### src/hw/rtl/rech_pkg.sv
`timescale 1ns / 1ps
// ----------------------------------------------------------------------------
// rech_pkg: random excursion cycle histogram definitions
// Payload structs, cell control group and fixed constants shared by the
// cell row and the top level.
// ----------------------------------------------------------------------------
package rech_pkg;

   localparam int CNT_W       = 25;
   localparam int NUM_STATES  = 8;
   localparam int NUM_BUCKETS = 6;
   localparam int VISIT_W     = 3;
   localparam int STATE_W     = 3;
   localparam int BUCKET_W    = 3;

   localparam logic [VISIT_W-1:0]  VISIT_SAT      = 3'd5;
   localparam logic [CNT_W-1:0]    CNT_MAX        = {CNT_W{1'b1}};
   localparam logic [CNT_W-1:0]    MIN_CYCLES_RST = 25'd500;
   localparam logic [STATE_W-1:0]  LAST_STATE     = 3'd7;
   localparam logic [BUCKET_W-1:0] LAST_BUCKET    = 3'd5;

   typedef struct packed {
      logic bit_req;
      logic last;
   } req_type;

   typedef struct packed {
      logic [STATE_W-1:0]  state_index;
      logic [BUCKET_W-1:0] visit_bucket;
      logic [CNT_W-1:0]    bucket_count;
      logic [CNT_W-1:0]    total_cycles;
      logic                too_few_cycles;
      logic                last_result;
   } rsp_type;

   // Control broadcast along the cell row
   typedef struct packed {
      logic step;   // a sequence bit is transferred this cycle
      logic close;  // the current cycle closes on this bit
      logic shift;  // drain: move bucket counts one place towards cell 0
   } cell_ctl_type;

endpackage

### src/hw/rtl/rech_cell.sv
`timescale 1ns / 1ps
// ----------------------------------------------------------------------------
// rech_cell: one walk state of the excursion histogram
// Holds the visit counter and the six bucket counts of one state; the bucket
// counts form a segment of the drain shift chain.
// ----------------------------------------------------------------------------
module rech_cell (
   input  logic                      clock,
   input  logic                      reset,
   input  rech_pkg::cell_ctl_type    ctl,
   input  logic                      hit,
   input  logic [rech_pkg::CNT_W-1:0] shift_in,
   output logic [rech_pkg::CNT_W-1:0] shift_out
);
   import rech_pkg::*;

   logic [VISIT_W-1:0] visit_ff, visit_in, visit_eff;
   logic [CNT_W-1:0]   bucket_ff [NUM_BUCKETS];
   logic [CNT_W-1:0]   bucket_in [NUM_BUCKETS];

   // visit count including this bit's visit, saturating
   assign visit_eff = (hit && (visit_ff < VISIT_SAT)) ? VISIT_W'(visit_ff + 1'b1) : visit_ff;
   assign shift_out = bucket_ff[0];

   always_comb begin
      visit_in = visit_ff;
      for (int j = 0; j < NUM_BUCKETS; j++) begin
         bucket_in[j] = bucket_ff[j];
      end
      if (ctl.shift) begin
         for (int j = 0; j < NUM_BUCKETS - 1; j++) begin
            bucket_in[j] = bucket_ff[j+1];
         end
         bucket_in[NUM_BUCKETS-1] = shift_in;
      end else if (ctl.close) begin
         visit_in = '0;
         for (int j = 0; j < NUM_BUCKETS; j++) begin
            if ((visit_eff == VISIT_W'(j)) && (bucket_ff[j] != CNT_MAX)) begin
               bucket_in[j] = CNT_W'(bucket_ff[j] + 1'b1);
            end
         end
      end else if (ctl.step) begin
         visit_in = visit_eff;
      end
   end

   always_ff @(posedge clock) begin
      if (reset) begin
         visit_ff <= '0;
         for (int j = 0; j < NUM_BUCKETS; j++) begin
            bucket_ff[j] <= '0;
         end
      end else begin
         visit_ff <= visit_in;
         for (int j = 0; j < NUM_BUCKETS; j++) begin
            bucket_ff[j] <= bucket_in[j];
         end
      end
   end

endmodule

### src/hw/rtl/random_excursion_cycle_histogram.sv
`timescale 1ns / 1ps
// ----------------------------------------------------------------------------
// random_excursion_cycle_histogram: excursion cycle counting stage
// Random walk over a bit stream with per-state visit histograms per cycle,
// drained as 48 bucket counts at the end of each sequence.
// ----------------------------------------------------------------------------
//
//   port group  | dir | handshake           | payload
//   ------------+-----+---------------------+-------------------------------
//   req_        | in  | req_valid/req_ready | req_type: bit_req, last
//   rsp_        | out | rsp_valid/rsp_ready | rsp_type: 48 bucket results
//   csr_        | in  | csr_wr_en           | csr_wr_data: min_cycles
//
// Cycles: one bit transfer per clock while running. A bit marked last is
// followed by a drain phase of 48 result transfers, one per clock when
// rsp_ready stays high; req_ready is low for the whole drain, so no new bits
// are taken before the last result is out. The drain is a shift through the cell row:
// cell 0 presents its bucket 0, and every transfer moves the row along by
// one place and shifts in zeros, which also clears the table.
// Reset (synchronous) clears walk, counters and table; min_cycles goes to 500.
// A stall on rsp_ready simply holds the row and the result indices.
// ----------------------------------------------------------------------------
module random_excursion_cycle_histogram #(
   parameter int LOG_MAX_BITS = 24
) (
   input  logic                       clock,
   input  logic                       reset,
   input  logic                       req_valid,
   output logic                       req_ready,
   input  rech_pkg::req_type          req_data,
   output logic                       rsp_valid,
   input  logic                       rsp_ready,
   output rech_pkg::rsp_type          rsp_data,
   input  logic                       csr_wr_en,
   input  logic [rech_pkg::CNT_W-1:0] csr_wr_data
);
   import rech_pkg::*;

   localparam int WALK_W = LOG_MAX_BITS + 2;
   // walk saturates at +/-(2^(LOG_MAX_BITS+1) - 1)
   localparam logic signed [WALK_W-1:0] WALK_LIM  = {1'b0, {(LOG_MAX_BITS+1){1'b1}}};
   localparam logic signed [WALK_W-1:0] WALK_NLIM = -WALK_LIM;
   localparam logic signed [WALK_W-1:0] WALK_LO   = -WALK_W'(4);
   localparam logic signed [WALK_W-1:0] WALK_HI   = WALK_W'(4);

   // two phases: taking bits, and draining the histogram
   typedef enum logic [1:0] {
      ST_RUN   = 2'b01,
      ST_DRAIN = 2'b10
   } phase_type;

   phase_type            phase_ff, phase_in;
   logic signed [WALK_W-1:0] walk_ff, walk_in, walk_step;
   logic [CNT_W-1:0]     total_ff, total_in;
   logic [CNT_W-1:0]     min_cycles_ff, min_cycles_in;
   logic [STATE_W-1:0]   st_idx_ff, st_idx_in;
   logic [BUCKET_W-1:0]  bkt_idx_ff, bkt_idx_in;

   logic                 req_xfer, rsp_xfer, rsp_final;
   logic                 at_zero, in_window;
   logic [STATE_W-1:0]   hit_idx;
   logic [NUM_STATES-1:0] hit_vec;
   cell_ctl_type         ctl;
   logic [CNT_W-1:0]     link [NUM_STATES+1];

   assign req_ready = (phase_ff == ST_RUN);
   assign rsp_valid = (phase_ff == ST_DRAIN);
   assign req_xfer  = req_valid && req_ready;
   assign rsp_xfer  = rsp_valid && rsp_ready;
   assign rsp_final = (st_idx_ff == LAST_STATE) && (bkt_idx_ff == LAST_BUCKET);

   // ---- walk: saturating step up for a one, down for a zero
   always_comb begin
      if (req_data.bit_req) begin
         walk_step = (walk_ff < WALK_LIM) ? WALK_W'(walk_ff + 1'b1) : walk_ff;
      end else begin
         walk_step = (walk_ff > WALK_NLIM) ? WALK_W'(walk_ff - 1'b1) : walk_ff;
      end
   end

   assign at_zero   = (walk_step == '0);
   assign in_window = !at_zero && (walk_step >= WALK_LO) && (walk_step <= WALK_HI);
   // -4..-1 map to 0..3, 1..4 map to 4..7
   assign hit_idx   = walk_step[WALK_W-1] ? STATE_W'(walk_step[STATE_W-1:0] + 3'd4)
                                          : STATE_W'(walk_step[STATE_W-1:0] + 3'd3);

   always_comb begin
      hit_vec = '0;
      hit_vec[hit_idx] = in_window;
   end

   // a return to zero closes the cycle; the final bit closes the partial one
   assign ctl.step  = req_xfer;
   assign ctl.close = req_xfer && (at_zero || req_data.last);
   assign ctl.shift = rsp_xfer;

   // ---- cell row, drain chain runs towards cell 0, zeros enter at the far end
   assign link[NUM_STATES] = '0;

   for (genvar i = 0; i < NUM_STATES; i++) begin : g_cell
      rech_cell u_cell (
         .clock     (clock),
         .reset     (reset),
         .ctl       (ctl),
         .hit       (hit_vec[i]),
         .shift_in  (link[i+1]),
         .shift_out (link[i])
      );
   end

   // ---- sequencing
   always_comb begin
      phase_in      = phase_ff;
      walk_in       = walk_ff;
      total_in      = total_ff;
      st_idx_in     = st_idx_ff;
      bkt_idx_in    = bkt_idx_ff;
      min_cycles_in = csr_wr_en ? csr_wr_data : min_cycles_ff;

      unique case (phase_ff)
         ST_RUN: begin
            if (req_xfer) begin
               walk_in = req_data.last ? '0 : walk_step;
               if (ctl.close && (total_ff != CNT_MAX)) begin
                  total_in = CNT_W'(total_ff + 1'b1);
               end
               if (req_data.last) begin
                  phase_in = ST_DRAIN;
               end
            end
         end
         ST_DRAIN: begin
            if (rsp_xfer) begin
               if (rsp_final) begin
                  phase_in   = ST_RUN;
                  total_in   = '0;
                  st_idx_in  = '0;
                  bkt_idx_in = '0;
               end else if (bkt_idx_ff == LAST_BUCKET) begin
                  bkt_idx_in = '0;
                  st_idx_in  = STATE_W'(st_idx_ff + 1'b1);
               end else begin
                  bkt_idx_in = BUCKET_W'(bkt_idx_ff + 1'b1);
               end
            end
         end
         default: begin
            phase_in = ST_RUN;
         end
      endcase
   end

   always_ff @(posedge clock) begin
      if (reset) begin
         phase_ff      <= ST_RUN;
         walk_ff       <= '0;
         total_ff      <= '0;
         st_idx_ff     <= '0;
         bkt_idx_ff    <= '0;
         min_cycles_ff <= MIN_CYCLES_RST;
      end else begin
         phase_ff      <= phase_in;
         walk_ff       <= walk_in;
         total_ff      <= total_in;
         st_idx_ff     <= st_idx_in;
         bkt_idx_ff    <= bkt_idx_in;
         min_cycles_ff <= min_cycles_in;
      end
   end

   // ---- result: head of the chain plus the held totals
   assign rsp_data.state_index    = st_idx_ff;
   assign rsp_data.visit_bucket   = bkt_idx_ff;
   assign rsp_data.bucket_count   = link[0];
   assign rsp_data.total_cycles   = total_ff;
   assign rsp_data.too_few_cycles = (total_ff < min_cycles_ff);
   assign rsp_data.last_result    = rsp_final;

   // ---- checks
   a_phase_excl: assert property (@(posedge clock) disable iff (reset)
      rsp_valid |-> !req_ready)
      else $error("result and bit transfers enabled together");

   a_last_drains: assert property (@(posedge clock) disable iff (reset)
      (req_xfer && req_data.last) |=> (rsp_valid && st_idx_ff == '0 && bkt_idx_ff == '0))
      else $error("drain did not start at the first result after a final bit");

   a_drain_walk_zero: assert property (@(posedge clock) disable iff (reset)
      rsp_valid |-> (walk_ff == '0))
      else $error("walk not cleared during drain");

   a_final_returns: assert property (@(posedge clock) disable iff (reset)
      (rsp_xfer && rsp_final) |=> (req_ready && total_ff == '0 && link[0] == '0))
      else $error("stores not cleared after final result transfer");

endmodule
### config.mk
export PLATFORM = sky130hd
export DESIGN_NAME = random_excursion_cycle_histogram
export DESIGN_NICKNAME = d
export VERILOG_FILES = /design/src/hw/rtl/rech_pkg.sv /design/src/hw/rtl/rech_cell.sv /design/src/hw/rtl/random_excursion_cycle_histogram.sv
export SDC_FILE = /design/constraint.sdc
export NUM_CORES = 2
export LEC_CHECK = 0
export ABC_AREA = 0
export BUFFER_PORTS_ARGS = -buffer_cell sky130_fd_sc_hd__buf_2
export CORE_MARGIN = 3
export CORE_UTILIZATION = 69
export DETAILED_ROUTE_END_ITERATION = 10
export PLACE_DENSITY = 0.86
export SLEW_MARGIN = 20
export SYNTH_ARGS = -nofsm -noshare
export SYNTH_HDL_FRONTEND = slang
export SYNTH_HIERARCHICAL = 1
export SYNTH_SLANG_ARGS = --single-unit
### constraint.sdc
create_clock -name clock -period 16.2 [get_ports clock]
set_input_delay 4.05 -clock clock [delete_from_list [all_inputs] [get_ports clock]]
set_output_delay 4.05 -clock clock [all_outputs]
set_load 0.02 [all_outputs]
==> results.tsv <==
metric	value	unit
skew	26.0	ps
finalCriticalPeriod	9960	ps
dr.pass1.iters	7	
hold_path_class	flip-flop to flip-flop	
die_y	337	um
drtIter0Drc	8093	
gr-total-overflow	0	
peakVddDrop	0.0973	mV
antenna_found_initial	0	
synth_area_leaders	dfxtp_1 35%, xnor2_1 8.2%, a211oi_1 4.9%	
io_pins	92	
slowest_stage	nor3_2	
status	finished, final reports clean	
clkSinkCount	1308	
power_density	85.0	mW/mm^2
path_max_fanout	23	
cp.required	16810	ps
design.die.area	0.114	sq mm
ys_async_sr_fraction	0	%
grtUsageMet2	57.0	%
ys_types	108	
max_stage_delay	1020	ps
num_vias	73000	
area_growth	6.92	%
grt_pass1_vias	68100	
regArea	0.0262	sq mm
numCtsBuffers	142	
ys_seq_area_share	34.6	%
dp_cells	10500	
num-nets-final	9373	
crit_family	simple AND/OR/NAND/NOR gates	
critPathBufInv	1	
cp-end-kind	flip-flop	
initial_utilization	70.1	%
fillers	8072	
finalSetupTns	0	ps
dpl.hpwl	140	mm
fmax	0.100	GHz
netlist_area	0.0756	sq mm
fin_crit_sh	61.5	%
synthFlopType	dfxtp_1	
htree_levels	4	
p_leak	26.4	nW
synth_cells	9527	
ant_nets	0	
yosys_warnings	6	
viasPerCell	6.78	
rsz0062_at_grt	no	
drv_slew	0	
grt_max_degree	161	
synth-seq-cells	1308	
floorplan.rows	120	
port_buffers	91	
multi_input_area	0.0457	sq mm
slew_headroom	9.85	%
worstSkewPairLatency	760	ps
cts_setup_buffers	0	
fin_cells	10800	
start_kind	input port	
cts-root-buf	clkbuf_16	
die_x	337	um
syn_area_per_cell	7.94	sq um
coreArea	0.108	sq mm
hold_buffers	0	
yosys.area.top_type	dfxtp_1	
drcViolationCount	0	
worst_slew_pin_slew	1330	ps
cap_violations	0	
worstPathArrival	10560	ps
cts_resized	0	
path_class	input port to flip-flop	
grt_first_pass_wirelength	345	mm
antenna_cells	0	
cts_tree	done	
netlist.area_leader.share	34.6	%
cpMostUsedCell	nand4_1	
grt-busiest-layer	met2	
cp_cell_sequence	buf_2 > nand4_1 > nor4_1 > nand4_1 > o41ai_1 > xor2_1 > nand4_1 > or4_1 > nor4b_1 > mux2i_1 > nor3_2 > nand4bb_4 > o22ai_4 > nand3_1 > nand3b_1 > nor4bb_1 > a2111oi_0	
synth_edf_count	0	
gp_congestion	0.952	
use_met3	4.82	%
grt.total_usage	35.5	%
grt_use_met1	49.3	%
wl_per_cell	19.5	um
setup_viol	0	
clkTransAtPathRegs	60	ps
clock_path_buffers	3	
hold_viol	0	
wl	210	mm
layout-drive-gt1-share	6.21	%
==> synth_stat cells (19+ instances only) <==
cell type  instances
dfxtp_1         1308
nor2_1           949
nand2_1          835
xnor2_1          706
clkbuf_1         527
a211oi_1         495
nor3_1           466
nand3_1          443
o21ai_0          415
nand4_1          410
inv_1            358
a21oi_1          336
xor2_1           256
nor4_1           243
a21o_1           192
and3_1           178
and4_1           158
a311oi_1         106
ha_1              88
or3_1             77
and2_1            58
buf_2             48
a2111oi_0         45
a22oi_1           44
o21bai_1          44
mux2i_1           39
nand2b_1          38
nor3b_1           37
o21a_1            36
o211ai_1          35
or4_1             34
nor2b_1           25
a31oi_1           21
o41ai_1           21
or2_2             21
nor4b_1           20
o211a_1           19
==> flip-flops by register name, summed over array words and instances, names as in the netlist <==
name	cells
g_cell.u_cell/bucket_ff	1200
walk_ff	26
min_cycles_ff	25
total_ff	25
g_cell.u_cell/visit_ff	24
bkt_idx_ff	3
st_idx_ff	3
phase_ff	2
==> metrics by stage <==
step | util, % | area [sq um] | setup WS (ps) | power [mW] | hold slack (ps)
after global routing | 74.9 | 80900 | 5810 | 7.05 | 500
final | 74.9 | 80900 | 6240 | 6.87 | 485
after global placement | 70.5 | 76100 | 5980 | 3.64 | 467
after floorplan | - | 75700 | 7160 | 3.56 | 447
after CTS | 74.8 | 80800 | 6460 | 6.89 | 487
after detailed placement | 70.5 | 76100 | 5670 | 3.65 | 473
==> where the power goes <==
group | leakage (nW) | total [mW] | switching [mW] | internal [mW]
Combinational | 13.6 | 0.311 | 0.208 | 0.102
Clock | 2.31 | 3.28 | 1.35 | 1.93
Sequential | 10.5 | 3.28 | 0.0359 | 3.24
Total | 26.4 | 6.87 | 1.60 | 5.27
==> cell families (layout without fill, tap and decap cells) <==
kind of cell,count (synthesis),after routing,synth area share (%)
AOI/OAI and AO/OA,2027,2027,18.5
adders and majority gates,88,88,1.46
xor gates and xnor gates,962,962,11.1
and+or+nand+nor,4120,4120,28.5
buffers and inverters,978,788,5.20
muxes,43,43,0.576
other,1,25,0.00496
DFF,1308,1308,34.6
==> worst paths after layout <==
check / startpoint / endpoint / slack (ps) / cells past startpoint
max: req_data[1] / g_cell[0].u_cell/bucket_ff[2][22] / 6240 / 17
min: g_cell[4].u_cell/bucket_ff[2][11] / g_cell[4].u_cell/bucket_ff[1][11] / 490 / 2
max reg2reg: walk_ff[12] / g_cell[0].u_cell/bucket_ff[2][22] / 8790 / 16
min reg2reg: g_cell[4].u_cell/bucket_ff[2][11] / g_cell[4].u_cell/bucket_ff[1][11] / 490 / 2
==> worst min-delay path: cells and delay by family (launching register included) <==
kind | cells | cell delay [ps]
flip-flops | 1 | 320
AND/OR/NAND/NOR | 1 | 60
AO/OA/AOI/OAI | 1 | 60
==> placed cells by master (no fill, tap or decap), types with 146 or more instances in the layout <==
cell type / count
nor3_1: 462
xnor2_1: 706
xor2_1: 256
a21oi_1: 336
o21ai_0: 415
a211oi_1: 495
dfxtp_1: 1308
and3_1: 178
clkbuf_16: 146
nand2_1: 835
and4_1: 158
nor4_1: 238
nor2_1: 942
nand3_1: 443
a21o_1: 192
nand4_1: 410
inv_1: 351
==> final cells by class <==
type / count / share of cell area, %
Clock inverter: 47 / 0.656
Multi-Input combinational cell: 7265 / 56.5
Timing Repair Buffer: 175 / 1.43
Sequential cell: 1308 / 32.4
Inverter: 361 / 1.70
Tap cell: 1403 / 2.17
Clock buffer: 205 / 5.14
==> layer usage <==
layer,up-vias,share of wire [%]
met1,34900,43
met5,-,0
met3,488,8.2
li1,34200,-
met4,0,2.6
met2,3387,46
No activity file was read; power rests on OpenSTA's default activity.
